## config.mk

```make
export PLATFORM = sky130hd
export DESIGN_NAME = x86_branch_classify_and_reencode
export DESIGN_NICKNAME = d
export VERILOG_FILES = /design/src/design/bcr_pkg.sv /design/src/design/bcr_decode.sv /design/src/design/bcr_target.sv /design/src/design/bcr_encode.sv /design/src/design/x86_branch_classify_and_reencode.sv
export SDC_FILE = /design/constraint.sdc
export NUM_CORES = 1
export LEC_CHECK = 0
export BUFFER_PORTS_ARGS = -buffer_cell sky130_fd_sc_hd__buf_2
export CORE_UTILIZATION = 50
export DETAILED_ROUTE_END_ITERATION = 6
export GPL_TIMING_DRIVEN = 0
export MAX_ROUTING_LAYER = met4
export PLACE_DENSITY = 0.83
export SLEW_MARGIN = 15
export SYNTH_ARGS = -nofsm -noshare
export SYNTH_HDL_FRONTEND = slang
export SYNTH_SLANG_ARGS = --single-unit
```

## constraint.sdc

```tcl
create_clock -name clk -period 3.14 [get_ports clk]
set_clock_uncertainty 0.1 [all_clocks]
set_input_delay 0.628 -clock clk [delete_from_list [all_inputs] [get_ports clk]]
set_output_delay 0.628 -clock clk [all_outputs]
set_load 0.005 [all_outputs]
```

## src/design/bcr_pkg.sv

```systemverilog
// Package for the x86 branch classifier and re-encoder.
// Holds opcode codes, encoding lengths and the decode word passed between stages.
// Has no dependencies.
package bcr_pkg;

	localparam int ADDRESS_BITS_DEFAULT = 32;

	// Opcode bytes.
	localparam logic [7:0] OP_CALL_REL    = 8'hE8;
	localparam logic [7:0] OP_CALL_FAR    = 8'h9A;
	localparam logic [7:0] OP_GRP5        = 8'hFF;
	localparam logic [7:0] OP_RET_NEAR_IV = 8'hC2;
	localparam logic [7:0] OP_RET_NEAR    = 8'hC3;
	localparam logic [7:0] OP_RET_FAR_IV  = 8'hCA;
	localparam logic [7:0] OP_RET_FAR     = 8'hCB;
	localparam logic [7:0] OP_IRET        = 8'hCF;
	localparam logic [7:0] OP_JCC_SHORT_LO = 8'h70;
	localparam logic [7:0] OP_JCC_SHORT_HI = 8'h7F;
	localparam logic [7:0] OP_LOOP_LO     = 8'hE0;
	localparam logic [7:0] OP_LOOP_HI     = 8'hE3;
	localparam logic [7:0] OP_ESCAPE      = 8'h0F;
	localparam logic [7:0] OP_JMP_SHORT   = 8'hEB;
	localparam logic [7:0] OP_JMP_NEAR    = 8'hE9;
	localparam logic [7:0] OP_JMP_FAR     = 8'hEA;
	localparam logic [7:0] OP_JCC_NEAR_LO = 8'h80;
	localparam logic [7:0] OP_JCC_NEAR_HI = 8'h8F;
	localparam logic [7:0] CC_NEAR_DELTA  = 8'h10;

	// ModRM reg codes of the FF group that branch.
	localparam logic [2:0] GRP5_CALL  = 3'd2;
	localparam logic [2:0] GRP5_CALLF = 3'd3;
	localparam logic [2:0] GRP5_JMP   = 3'd4;
	localparam logic [2:0] GRP5_JMPF  = 3'd5;

	// Immediate sizes in bytes.
	localparam logic [2:0] IMM_BYTE  = 3'd1;
	localparam logic [2:0] IMM_WORD  = 3'd2;
	localparam logic [2:0] IMM_DWORD = 3'd4;

	// Encoded lengths.
	localparam logic [2:0] LEN_NONE    = 3'd0;
	localparam logic [2:0] LEN_SHORT   = 3'd2;
	localparam logic [2:0] LEN_NEAR    = 3'd5;
	localparam logic [2:0] LEN_NEAR_CC = 3'd6;

	typedef struct packed {
		logic       call;
		logic       ret;
		logic       cond;
		logic       uncond;
		logic       short_cc;
		logic       near_cc;
		logic       jmp_rel;
		logic       tgt_en;
		logic       fits;
		logic [7:0] op_first;
		logic [7:0] op_second;
	} dec_t;

endpackage

```

## src/design/bcr_decode.sv

```systemverilog
// First stage: classifies the opcode, sign-extends the immediate, checks whether
// the new offset fits a byte and takes the instruction length. Depends on bcr_pkg.
module bcr_decode (
	input  logic              clk,
	input  logic              arst_n,
	input  logic              in_valid,
	input  logic [7:0]        opcode_first,
	input  logic [7:0]        opcode_second,
	input  logic [2:0]        modrm_reg,
	input  logic [2:0]        imm_size,
	input  logic signed [31:0] imm_value,
	input  logic [31:0]       start_address,
	input  logic [31:0]       end_address,
	input  logic signed [31:0] jump_offset,
	output logic              vld_s1,
	output bcr_pkg::dec_t     dec_s1,
	output logic [31:0]       imm_s1,
	output logic [31:0]       end_s1,
	output logic [31:0]       noff_s1,
	output logic [7:0]        ilen_s1
);
	import bcr_pkg::*;

	dec_t        dec;
	logic [31:0] imm_ext;
	logic        size_ok;
	logic        loop_j;
	logic [7:0]  end_lo;
	logic [7:0]  start_lo;

	always_comb begin
		dec.op_first  = opcode_first;
		dec.op_second = opcode_second;
		dec.call = (opcode_first == OP_CALL_REL) || (opcode_first == OP_CALL_FAR) ||
			((opcode_first == OP_GRP5) &&
			 ((modrm_reg == GRP5_CALL) || (modrm_reg == GRP5_CALLF)));
		dec.ret = (opcode_first == OP_RET_NEAR_IV) || (opcode_first == OP_RET_NEAR) ||
			(opcode_first == OP_RET_FAR_IV) || (opcode_first == OP_RET_FAR) ||
			(opcode_first == OP_IRET);
		dec.near_cc = (opcode_first == OP_ESCAPE) && (opcode_second >= OP_JCC_NEAR_LO) &&
			(opcode_second <= OP_JCC_NEAR_HI);
		dec.short_cc = (opcode_first >= OP_JCC_SHORT_LO) &&
			(opcode_first <= OP_JCC_SHORT_HI);
		loop_j = (opcode_first >= OP_LOOP_LO) && (opcode_first <= OP_LOOP_HI);
		dec.cond = dec.short_cc || loop_j || dec.near_cc;
		dec.jmp_rel = (opcode_first == OP_JMP_SHORT) || (opcode_first == OP_JMP_NEAR);
		dec.uncond = dec.jmp_rel || (opcode_first == OP_JMP_FAR) ||
			((opcode_first == OP_GRP5) &&
			 ((modrm_reg == GRP5_JMP) || (modrm_reg == GRP5_JMPF)));

		imm_ext = '0;
		size_ok = 1'b0;
		case (imm_size)
			IMM_BYTE: begin
				imm_ext = {{24{imm_value[7]}}, imm_value[7:0]};
				size_ok = 1'b1;
			end
			IMM_WORD: begin
				imm_ext = {{16{imm_value[15]}}, imm_value[15:0]};
				size_ok = 1'b1;
			end
			IMM_DWORD: begin
				imm_ext = imm_value;
				size_ok = 1'b1;
			end
			default: begin
				imm_ext = '0;
				size_ok = 1'b0;
			end
		endcase

		// A direct call takes only a word or dword immediate.
		dec.tgt_en = ((opcode_first == OP_CALL_REL) && size_ok && (imm_size != IMM_BYTE)) ||
			((dec.cond || dec.jmp_rel) && size_ok);

		// The offset fits a signed byte when its top 25 bits all agree.
		dec.fits = (jump_offset[31:7] == '0) || (jump_offset[31:7] == '1);

		end_lo   = end_address[7:0];
		start_lo = start_address[7:0];
	end

	always_ff @(posedge clk or negedge arst_n) begin
		if (!arst_n) begin
			vld_s1 <= 1'b0;
		end else begin
			vld_s1 <= in_valid;
		end
	end

	always_ff @(posedge clk) begin
		if (in_valid) begin
			dec_s1  <= dec;
			imm_s1  <= imm_ext;
			end_s1  <= end_address;
			noff_s1 <= jump_offset;
			ilen_s1 <= end_lo - start_lo;
		end
	end

endmodule

```

## src/design/bcr_target.sv

```systemverilog
// Second stage branch target adder: end address plus immediate, wrapped to
// the address width. Depends on bcr_pkg.
module bcr_target #(
	parameter int ADDRESS_BITS = bcr_pkg::ADDRESS_BITS_DEFAULT
) (
	input  logic          clk,
	input  logic          vld_s1,
	input  bcr_pkg::dec_t dec_s1,
	input  logic [31:0]   imm_s1,
	input  logic [31:0]   end_s1,
	output logic [31:0]   tgt_s2,
	output logic          tgt_valid_s2
);
	import bcr_pkg::*;

	// Addresses wider than the 32-bit ports wrap at bit 32.
	localparam int SUM_BITS = (ADDRESS_BITS < 32) ? ADDRESS_BITS : 32;

	logic [SUM_BITS-1:0] sum;

	assign sum = end_s1[SUM_BITS-1:0] + imm_s1[SUM_BITS-1:0];

	always_ff @(posedge clk) begin
		if (vld_s1) begin
			tgt_valid_s2 <= dec_s1.tgt_en;
			tgt_s2       <= dec_s1.tgt_en ? 32'(sum) : 32'd0;
		end
	end

endmodule

```

## src/design/bcr_encode.sv

```systemverilog
// Second stage jump re-encoder: picks the short or near form and lays out
// the bytes, first byte lowest. Depends on bcr_pkg.
module bcr_encode (
	input  logic          clk,
	input  logic          vld_s1,
	input  bcr_pkg::dec_t dec_s1,
	input  logic [31:0]   noff_s1,
	output logic [47:0]   enc_s2,
	output logic [2:0]    len_s2
);
	import bcr_pkg::*;

	logic [47:0] enc;
	logic [2:0]  len;
	logic [7:0]  b8;

	always_comb begin
		b8  = noff_s1[7:0];
		enc = '0;
		len = LEN_NONE;
		// Loop jumps fall through every arm and stay unwritten.
		if (dec_s1.fits) begin
			if (dec_s1.short_cc || (dec_s1.op_first == OP_JMP_SHORT)) begin
				enc = 48'({b8, dec_s1.op_first});
				len = LEN_SHORT;
			end else if (dec_s1.op_first == OP_JMP_NEAR) begin
				enc = 48'({b8, OP_JMP_SHORT});
				len = LEN_SHORT;
			end else if (dec_s1.near_cc) begin
				enc = 48'({b8, dec_s1.op_second - CC_NEAR_DELTA});
				len = LEN_SHORT;
			end
		end else begin
			if (dec_s1.short_cc) begin
				enc = {noff_s1, dec_s1.op_first + CC_NEAR_DELTA, OP_ESCAPE};
				len = LEN_NEAR_CC;
			end else if (dec_s1.jmp_rel) begin
				enc = 48'({noff_s1, OP_JMP_NEAR});
				len = LEN_NEAR;
			end else if (dec_s1.near_cc) begin
				enc = {noff_s1, dec_s1.op_second, OP_ESCAPE};
				len = LEN_NEAR_CC;
			end
		end
	end

	always_ff @(posedge clk) begin
		if (vld_s1) begin
			enc_s2 <= enc;
			len_s2 <= len;
		end
	end

endmodule

```

## src/design/x86_branch_classify_and_reencode.sv

```systemverilog
// Top level of the x86 branch classifier and jump re-encoder.
// Depends on bcr_pkg, bcr_decode, bcr_target and bcr_encode.
//
// Usage: drive the decoded instruction fields and raise start for one cycle
// per instruction. busy is always low, so a word is taken at every cycle in
// which start is high; a new instruction may follow in every cycle.
// The word passes three register stages: decode, then target add and
// re-encode, then the output register. done is the valid bit of the
// output register, fed from the stage-two valid bit, and is high for a
// single cycle per result; the receiver must take it then, as it
// cannot stall.
// Throughput is one instruction per cycle, since no stage ever holds a
// word back.
// Results leave in the order the instructions came in.
// Reset clears the stage valid bits, so nothing in flight survives it and
// done stays low until a new word has crossed all three stages.
module x86_branch_classify_and_reencode #(
	parameter int ADDRESS_BITS = bcr_pkg::ADDRESS_BITS_DEFAULT
) (
	input  logic               clk,
	input  logic               arst_n,
	input  logic               start,
	output logic               busy,
	input  logic [7:0]         opcode_first,
	input  logic [7:0]         opcode_second,
	input  logic [2:0]         modrm_reg,
	input  logic [2:0]         imm_size,
	input  logic signed [31:0] imm_value,
	input  logic [31:0]        start_address,
	input  logic [31:0]        end_address,
	input  logic signed [31:0] jump_offset,
	output logic               done,
	output logic               call_flag,
	output logic               return_flag,
	output logic               cond_jump_flag,
	output logic               uncond_jump_flag,
	output logic [31:0]        target_address,
	output logic               target_valid,
	output logic [47:0]        encoded_bytes,
	output logic [2:0]         encoded_length,
	output logic [7:0]         instruction_length
);
	import bcr_pkg::*;

	logic        vld_s1;
	dec_t        dec_s1;
	logic [31:0] imm_s1;
	logic [31:0] end_s1;
	logic [31:0] noff_s1;
	logic [7:0]  ilen_s1;

	logic        vld_s2;
	logic [3:0]  flags_s2;
	logic [7:0]  ilen_s2;
	logic [31:0] tgt_s2;
	logic        tgt_valid_s2;
	logic [47:0] enc_s2;
	logic [2:0]  len_s2;

	assign busy = 1'b0;

	bcr_decode u_decode (
		.clk           (clk),
		.arst_n        (arst_n),
		.in_valid      (start && !busy),
		.opcode_first  (opcode_first),
		.opcode_second (opcode_second),
		.modrm_reg     (modrm_reg),
		.imm_size      (imm_size),
		.imm_value     (imm_value),
		.start_address (start_address),
		.end_address   (end_address),
		.jump_offset   (jump_offset),
		.vld_s1        (vld_s1),
		.dec_s1        (dec_s1),
		.imm_s1        (imm_s1),
		.end_s1        (end_s1),
		.noff_s1       (noff_s1),
		.ilen_s1       (ilen_s1)
	);

	bcr_target #(
		.ADDRESS_BITS (ADDRESS_BITS)
	) u_target (
		.clk          (clk),
		.vld_s1       (vld_s1),
		.dec_s1       (dec_s1),
		.imm_s1       (imm_s1),
		.end_s1       (end_s1),
		.tgt_s2       (tgt_s2),
		.tgt_valid_s2 (tgt_valid_s2)
	);

	bcr_encode u_encode (
		.clk     (clk),
		.vld_s1  (vld_s1),
		.dec_s1  (dec_s1),
		.noff_s1 (noff_s1),
		.enc_s2  (enc_s2),
		.len_s2  (len_s2)
	);

	always_ff @(posedge clk or negedge arst_n) begin
		if (!arst_n) begin
			vld_s2 <= 1'b0;
			done   <= 1'b0;
		end else begin
			vld_s2 <= vld_s1;
			done   <= vld_s2;
		end
	end

	always_ff @(posedge clk) begin
		if (vld_s1) begin
			flags_s2 <= {dec_s1.call, dec_s1.ret, dec_s1.cond, dec_s1.uncond};
			ilen_s2  <= ilen_s1;
		end
		if (vld_s2) begin
			{call_flag, return_flag, cond_jump_flag, uncond_jump_flag} <= flags_s2;
			target_address     <= tgt_s2;
			target_valid       <= tgt_valid_s2;
			encoded_bytes      <= enc_s2;
			encoded_length     <= len_s2;
			instruction_length <= ilen_s2;
		end
	end

	a_done_follows: assert property (@(posedge clk) disable iff (!arst_n)
		vld_s2 |=> done)
		else $error("stage two word did not reach the output");

	a_len_legal: assert property (@(posedge clk) disable iff (!arst_n)
		done |-> (encoded_length == LEN_NONE) || (encoded_length == LEN_SHORT) ||
			(encoded_length == LEN_NEAR) || (encoded_length == LEN_NEAR_CC))
		else $error("illegal encoded length");

	a_enc_is_jump: assert property (@(posedge clk) disable iff (!arst_n)
		(done && (encoded_length != LEN_NONE)) |-> (cond_jump_flag || uncond_jump_flag))
		else $error("re-encoded word is not a jump");

	a_tgt_zero: assert property (@(posedge clk) disable iff (!arst_n)
		(done && !target_valid) |-> (target_address == 32'd0))
		else $error("target address set without a valid target");

endmodule
```

# Word level (Yosys, flattened, before mapping)
# Index checks and enable logic that the tools add are counted.
# word_totals
ff_bits,324
input_bits,153
output_inout_bits,98
wordCells,110
# classes
addsub,4
order_cmp,6
eq_ne,23
n_mux,16
n_reduce_logical,28
# op_table
op,count
two-way mux 48 bit,6
equality test 8 bit (second input constant),13
case mux 32 bit (3 select lines),1
adder 32 bit,1
equality test 25 bit (second input constant),1
zero test 25 bit,1
two-way mux 3 bit,6
logical OR 1 bit,17
>= comparator 8 bit (second input constant),2
less-or-equal comparator 8 bit (second input constant),2
two-way mux 16 bit,1
equality test 3 x 2 -> 1 bit (second input constant),3
equality test 3 bit (second input constant),3
logical AND 1 bit,9
adder 8 x 5 -> 8 bit (second input constant),1
equality test 8 x 4 -> 1 bit (second input constant),1
>= comparator 8 x 7 -> 1 bit (second input constant),1
less-or-equal comparator 8 x 7 -> 1 bit (second input constant),1
subtractor 8 x 5 -> 8 bit (second input constant),1
subtractor 8 bit,1
equality test 3 x 1 -> 1 bit (second input constant),1
!= test 3 x 1 -> 1 bit (second input constant),1
OR reduction 3 bit,1
two-way mux 2 bit,1
two-way mux 1 bit,1

# Depth between registers and ports, before layout
# Gate-level depths: netlist of run 1.
# depth
ltp_word,7
ltp_mapped,9
depth_no_buf,9

# Hierarchy
# From an unflattened synthesis of run 1, not the netlist that was laid out.
# unflattened
cells_unflattened,917
area_unflattened_um2,13695.6
# by_module_without_submodules
module,instances,cells_per_inst,area_each_um2,seq_area_each_um2
bcr_decode,1,288,4937.2,3898.7
x86_branch_classify_and_reencode,1,112,3304.4,3293.2
bcr_target,1,318,2907.8,991.0
bcr_encode,1,199,2546.2,1531.5

# Worst setup path after synthesis of run 1
# No wires, ideal clock.
# synth_path
kind,register -> register
start,register vld_s2
end,register call_flag (enable)
setup_time_ps,455
arrival_time_ps,2248
required_time_ps,2585
setup_slack_ps,337
path_stages_with_launch,1
n_path_buf,0
period_less_slack_ps,2803
path_cell_list,dfrtp_1
# synth_rtl
item,line,source
from (decl),x86_branch_classify_and_reencode.sv:52,logic vld_s2;
from (signal assigned),x86_branch_classify_and_reencode.sv:108,vld_s2 <= vld_s1;
to (signal assigned),x86_branch_classify_and_reencode.sv:119,"{call_flag, return_flag, cond_jump_flag, uncond_jump_flag} <= flags_s2;"
to (decl),x86_branch_classify_and_reencode.sv:33,"output logic call_flag,"
# No word-level cell between the ends.

# Worst setup path in the final report of run 1
# layout_path
start,register u_decode.imm_s1[0]
end,"register u_target.tgt_s2[26], data pin"
# layout_via
elab_chain_len,1
# layout_lines
item,line,source
from (decl),bcr_decode.sv:17,"output logic [31:0] imm_s1,"
from (signal assigned),bcr_decode.sv:94,imm_s1 <= imm_ext;
adder 32 bit,bcr_target.sv:21,assign sum = end_s1[SUM_BITS-1:0] + imm_s1[SUM_BITS-1:0];
to (signal assigned),bcr_target.sv:26,tgt_s2 <= dec_s1.tgt_en ? 32'(sum) : 32'd0;
to (decl),bcr_target.sv:11,"output logic [31:0] tgt_s2,"
# No other way between the ends.
# A chain may end at the register's enable or synchronous reset.

==> results_dict.tcl, run 1 <==
set metrics [dict create \
    area_growth_pct 19.1 \
    fin_crit_sh_pct 91.3 \
    root_buffer "clkbuf_16" \
    maxCapViolCount 0 \
    die-area_um2 27800 \
    place_ws_ns 0.282 \
    setup_violations 0 \
    path_clk_slew_ns 0.06 \
    r2r_setup_slack_ns 0.27 \
    worstPathMaxFanout 5 \
    cts.sink_count 324 \
    grt_pass1_vias 8362 \
    syn_nets 1134 \
    fill_cells 1947 \
    h-tree-depth 1 \
    instances_no_fill 1554 \
    drive_gt1_share_pct 23.6 \
    async_reset_ff_share_pct 0.926 \
    finalNetCount 1394 \
    die_y_um 167 \
    clockBufferDepth 3 \
    leakagePower_nw 6.28 \
    num_rows 59 \
    dpl_cell_area_um2 15200 \
    yosysSeqAreaShare_pct 71.6 \
    p_int_mw 7.75 \
    routed_via_density 5.52 \
    synth-main-ff-cell "edfxtp_1" \
    cp-end-kind "register" \
    cp.arrival_ns 3.04 \
    vias 8573 \
    wl_per_cell_um 18.1 \
    place_hpwl_mm 20.7 \
    grt_start_max_net_pins 75 \
    synth_edf_count 321 \
    drc 1 \
    post-route-util_pct 61.3 \
    first_pass_iters 7 \
    slew_headroom_pct 37.0 \
    netlist_area_um2 13600 \
    dpl.cell_count 1499 \
    antenna_found_initial 1 \
    rr_startpoint "u_decode.imm_s1[0]$_DFFE_PP_" \
    powerDensity_nw_per_um2 623 \
    clkPwrFrac_pct 34.8 \
    hold_path_class "input pin to register" \
    yosys-top-cells-area "edfxtp_1, ha_1, nand2_1" \
    grt_setup_unrepaired "false" \
    synth_common_cells "edfxtp_1, nand2_1, a21oi_1" \
    netlist_instances 938 \
    power_frac_comb_pct 11.8 \
    tritoncts "done" \
    required_ns 3.31 \
    cts_setup_buffers 0 \
    drtIter0Drc 574 \
    ff2ff_path_depth 9 \
    clk_latency_ns 0.54 \
    hold_depth 1 \
    core_um2 26400 \
    synth_top_area_share_pct 71.0 \
    overflow 0 \
    yosysUniqueCellTypes 67 \
    final_area_um2 16200 \
    seq_power_share_pct 53.4 \
    yosysTopAreaCell "edfxtp_1" \
    maxSlewViolCount 0 \
    place_congestion 0.906 \
    setup_ws_ns 0.274 \
    violations "design-rule violations" \
    grt_pass1_wl_mm 44.2 \
    fin_crit_ns 2.87 \
    avgSynthCellArea_um2 14.5 \
    holdPathEnd "u_decode.end_s1[30]$_DFFE_PP_" \
    whs_ns 0.156 \
    synth_seq_cells 324 \
    grtUsageTotal_pct 20.8 \
    crit_type "register to register" \
    status "finished, violations left" \
    synth.most_common_cell "edfxtp_1" \
    port_buffers 223 \
    hold_violations 0 \
    cts_buffers 31 \
    hp-start "end_address[30]" \
    tightest_slew_ns 0.943 \
    antenna_left 0 \
    startpoint_type "register" \
    wl_mm 28.2 \
    swShare_pct 23.1 \
    ir_drop_mv 0.411 \
    die_w_um 167 \
    yosys_warnings 0 \
    max_freq_ghz 0.349 \
    p_switching_mw 2.33 \
    initial_utilization_pct 51.5 \
    io_pins 251 \
    reg2reg_to "u_target.tgt_s2[26]$_SDFFCE_PN0P_" \
]
stage by stage:
| stage | setup TNS, ns | power, mW |
|---|---|---|
| after floorplan | 0 | 6.16 |
| after global placement | -82.93 | 6.60 |
| after detailed placement | 0 | 6.65 |
| after CTS | 0 | 10.1 |
| after global routing | 0 | 10.5 |
| final | 0 | 10.1 |
repair_timing:
action,in CTS,in global routing
hold buffers,1,0
gates resized for setup,0,0
endpoints found under the hold margin,3,0
per-layer routing:
metal  vias to the layer above  GRT usage [%]  wire (um)
met5                         -              -          0
li1                       4123              -          -
met3                        63           2.61       1310
met1                      4085           25.1      11700
met4                         0           6.84        822
met2                       302           36.4      14300
layout make-up:
class                           count  area, um^2  share of cell area [%]
Sequential cell                   324        9720                    60.2
Multi-Input combinational cell    545        3580                    22.1
Timing Repair Buffer              227        1210                    7.52
Clock buffer                       37         798                    4.94
Tap cell                          335         419                    2.59
Buffer                             36         154                   0.952
Clock inverter                     16         151                   0.937
Inverter                           33         124                   0.766
Antenna cell                        1        2.50                  0.0155
logic make-up after synthesis:
| logic type | share of synthesized area, % |
|---|---|
| DFF | 71.6 |
| and+or+nand+nor | 9.19 |
| AOI/OAI and AO/OA | 11.0 |
| other | 0.0276 |
| adders and majority gates | 4.08 |
| buffers and inverters | 2.05 |
| xor gates and xnor gates | 1.29 |
| muxes | 0.747 |
state kept, by name, summed over array words and instances, names as in the netlist, 4 cells and up:
name	cells
u_decode.noff_s1	32
ilen_s2	8
u_decode.dec_s1	25
u_decode.end_s1	32
target_address	32
encoded_bytes	48
u_decode.ilen_s1	8
u_target.tgt_s2	32
instruction_length	8
u_encode.enc_s2	48
flags_s2	4
u_decode.imm_s1	32
power groups by stage:
stage	logic [mW]	registers [mW]	clock network, mW
final	1.19	5.38	3.51
after global routing	1.32	5.41	3.77
after CTS	1.18	5.38	3.58
after detailed placement	1.17	5.47	0
after global placement	1.11	5.49	0
after floorplan	0.713	5.44	0
placed cells by master (no fill, tap or decap), types with 4 or more instances in the layout:
| cell type | n |
|---|---|
| a21oi_1 | 48 |
| a31oi_1 | 9 |
| nand3_1 | 13 |
| clkinv_2 | 7 |
| edfxtp_1 | 321 |
| o21a_1 | 11 |
| or3_1 | 4 |
| nand4_1 | 19 |
| nor2b_1 | 12 |
| mux2i_1 | 9 |
| xnor2_1 | 12 |
| o21ai_0 | 44 |
| and2_1 | 21 |
| nand2b_1 | 12 |
| a22oi_1 | 4 |
| nor4_1 | 9 |
| a211oi_1 | 4 |
| nand2_1 | 71 |
| clkbuf_16 | 31 |
| inv_1 | 32 |
| ha_1 | 41 |
| xor2_1 | 8 |
| o21bai_1 | 5 |
| clkinv_1 | 6 |
| clkbuf_1 | 34 |
| nor3b_1 | 4 |
| buf_2 | 225 |
| nor2_1 | 45 |
| o21ai_1 | 6 |
| a221oi_1 | 4 |
| a22o_1 | 25 |
| nor3_1 | 24 |
| a21o_1 | 26 |
how the worst max path moves through the flow:
stage                                  from                           endpoint  slack [ns]  cells past startpoint
2_1_floorplan              vld_s2$_DFF_PN0_                call_flag$_DFFE_PP_        0.34                      0
3_3_place_gp      u_decode.vld_s1$_DFF_PN0_  u_target.tgt_s2[18]$_SDFFCE_PN0P_       -0.42                      0
3_5_place_dp   u_decode.end_s1[0]$_DFFE_PP_  u_target.tgt_s2[26]$_SDFFCE_PN0P_        0.28                      9
4_1_cts        u_decode.end_s1[0]$_DFFE_PP_  u_target.tgt_s2[26]$_SDFFCE_PN0P_        0.27                      9
5_1_grt        u_decode.end_s1[0]$_DFFE_PP_  u_target.tgt_s2[18]$_SDFFCE_PN0P_        0.07                      9
6_report       u_decode.imm_s1[0]$_DFFE_PP_  u_target.tgt_s2[26]$_SDFFCE_PN0P_        0.27                      9
critical path, cell delays in order, from the launching register on:
cell and delay, ns:
edfxtp_1 0.33, ha_1 0.20, inv_1 0.08, fa_1 0.38, nor2b_1 0.23, o31ai_1 0.15, a211o_1 0.36, a31oi_1 0.43
a211oi_1 0.18, mux2i_1 0.16
No activity file was read; power rests on OpenSTA's default activity.
==> inputs of run 2 (changes only) <==
--- a/config.mk
+++ b/config.mk
@@ -5,7 +5,7 @@
 export SDC_FILE = /design/constraint.sdc
 export NUM_CORES = 1
 export LEC_CHECK = 0
-export BUFFER_PORTS_ARGS = -buffer_cell sky130_fd_sc_hd__buf_2
+export BUFFER_PORTS_ARGS = -buffer_cell sky130_fd_sc_hd__buf_4
 export CORE_UTILIZATION = 50
 export DETAILED_ROUTE_END_ITERATION = 6
 export GPL_TIMING_DRIVEN = 0
==> run 2 against run 1 <==
The run now ends clean; sequential power about the same; combinational power grew 7%; count of clock-buffer cells in the layout grew 2; first-iteration DRC count is 4.4% lower; sequential cell count unchanged; largest cell class unchanged; wire length grew 0.61%; critical path depth is the same; via count down 0.26%; critical path type unchanged; final area increased by 4.1%; register-to-register slack gained 0.03 ns; setup slack better by 0.025 ns; maximum frequency increased by 0.89%; largest power group unchanged.
==> results_dict.tcl, run 2 (synthesized netlist as in run 1, its figures left out) <==
set metrics [dict create \
    final_cell_mix "edfxtp_1, buf_4, nand2_1" \
    maxCapViolCount 0 \
    max_stage_delay_ns 0.42 \
    area_growth_pct 24.0 \
    initial_utilization_pct 51.5 \
    post-route-util_pct 63.8 \
    path_clk_slew_ns 0.06 \
    final_common_cell "edfxtp_1" \
    tightest_slew_ns 0.928 \
    required_ns 3.27 \
    grt_start_max_net_pins 68 \
    seqCellArea_um2 9720 \
    cp.arrival_ns 2.97 \
    path_delay_family "compound AO/OA/AOI/OAI gates" \
    finalNetCount 1397 \
    root_buffer "clkbuf_16" \
    wl_mm 28.4 \
    crit_type "register to register" \
    clk_latency_ns 0.50 \
    reg_top3 "encoded_bytes x48, u_encode.enc_s2 x48" \
    die_y_um 167 \
    io_pins 251 \
    worstPathMaxFanout 5 \
    port_buffers 223 \
    grt_setup_unrepaired "false" \
    fin_crit_ns 2.84 \
    h-tree-depth 2 \
    fin_crit_sh_pct 90.5 \
    diodes 0 \
    place_ws_ns 0.318 \
    overflow 0 \
    antenna_found_initial 0 \
    drive_gt1_share_pct 23.8 \
    status "completed" \
    cp-end-kind "register" \
    path_buf_inv 1 \
    setup_violations 0 \
    worstPathCellList "ha_1 > inv_1 > fa_1 > nor2b_1 > o31ai_1 > a211o_1 > a31oi_1 > a211oi_1 > mux2i_1" \
    first_pass_iters 5 \
    place_congestion 0.926 \
    die-area_um2 27800 \
    cts_setup_buffers 0 \
    cts_buffers 34 \
    routed_via_density 5.49 \
    startpoint_type "register" \
    max_freq_ghz 0.352 \
    fin_setup_tns_ns 0 \
    grtUsageTotal_pct 21.2 \
    holdBufCountCts 1 \
    maxSlewViolCount 0 \
    setup_ws_ns 0.299 \
    multi_input_area_um2 3580 \
    ir_drop_mv 0.444 \
    antenna_left 0 \
    core_um2 26400 \
    hold_path_class "input pin to register" \
    hold_violations 0 \
    wl_per_cell_um 18.2 \
    drc 0 \
    cpMaxStageDelayCell "a31oi_1" \
    die_w_um 167 \
    whs_ns 0.208 \
    leakagePower_nw 6.53 \
    grt_pass1_wl_mm 44.5 \
    cts.sink_count 324 \
    drtIter0Drc 549 \
    clockBufferDepth 3 \
    powerDensity_nw_per_um2 621 \
    fill_cells 1884 \
    slew_headroom_pct 38.0 \
    tritoncts "done" \
    cts-resized-gates 0 \
    report.power.total_mw 10.5 \
    num_rows 59 \
    place_hpwl_mm 20.9 \
    grt_pass1_vias 8502 \
    vias 8551 \
]
==> run 2: cell types whose count changed in the layout (fill, tap and decap cells not counted), moves of 2 or more <==
cell / change
clkinv_2: -4
inv_6: +2
clkinv_1: +3
clkbuf_1: -2
clkbuf_16: +4
buf_2: -222
buf_4: +222
clkinv_4: +2
==> run 2: per-layer routing <==
layer	GRT usage [%]	share of wire (%)	wire, um
met1	24.7	41	11700
met2	37.4	52	14700
met3	3.14	4.2	1180
met4	7.17	2.7	764
met5	-	0	0
==> run 2: metrics by stage <==
step | std cells | area (um^2)
after floorplan | 938 | 13600
after global placement | 1496 | 15700
after detailed placement | 1499 | 15800
after CTS | 1557 | 16800
after global routing | 1557 | 16800
final | 1557 | 16800
==> run 2: power breakdown <==
group	switching, mW	internal, mW	leakage, nW
combinational	0.704	0.566	2.85
clock	1.52	2.28	0.520
sequential	0.155	5.23	3.15
==> run 2: path summary, 6_finish.rpt <==
| path | start | endpoint | slack (ns) | depth (start not counted) |
|---|---|---|---|---|
| max | u_decode.end_s1[0]$_DFFE_PP_ | u_target.tgt_s2[26]$_SDFFCE_PN0P_ | 0.30 | 9 |
| min | end_address[8] | u_decode.end_s1[8]$_DFFE_PP_ | 0.21 | 1 |
| max reg2reg | u_decode.end_s1[0]$_DFFE_PP_ | u_target.tgt_s2[26]$_SDFFCE_PN0P_ | 0.30 | 9 |
| min reg2reg | u_target.tgt_s2[21]$_SDFFCE_PN0P_ | target_address[21]$_DFFE_PP_ | 0.31 | 0 |
| max in group asynchronous | arst_n | vld_s2$_DFF_PN0_ | 2.45 | 2 |
| min in group asynchronous | arst_n | done$_DFF_PN0_ | 0.38 | 2 |
==> run 2: area by class of cell <==
| cell class | instances | share of cell area [%] |
|---|---|---|
| clock inverter | 18 | 1.01 |
| sequential | 324 | 57.8 |
| buffer | 36 | 0.915 |
| tap | 335 | 2.49 |
| multi-input combinational | 545 | 21.3 |
| clock buffer | 39 | 5.29 |
| inverter | 33 | 0.736 |
| timing repair buffer | 227 | 10.5 |
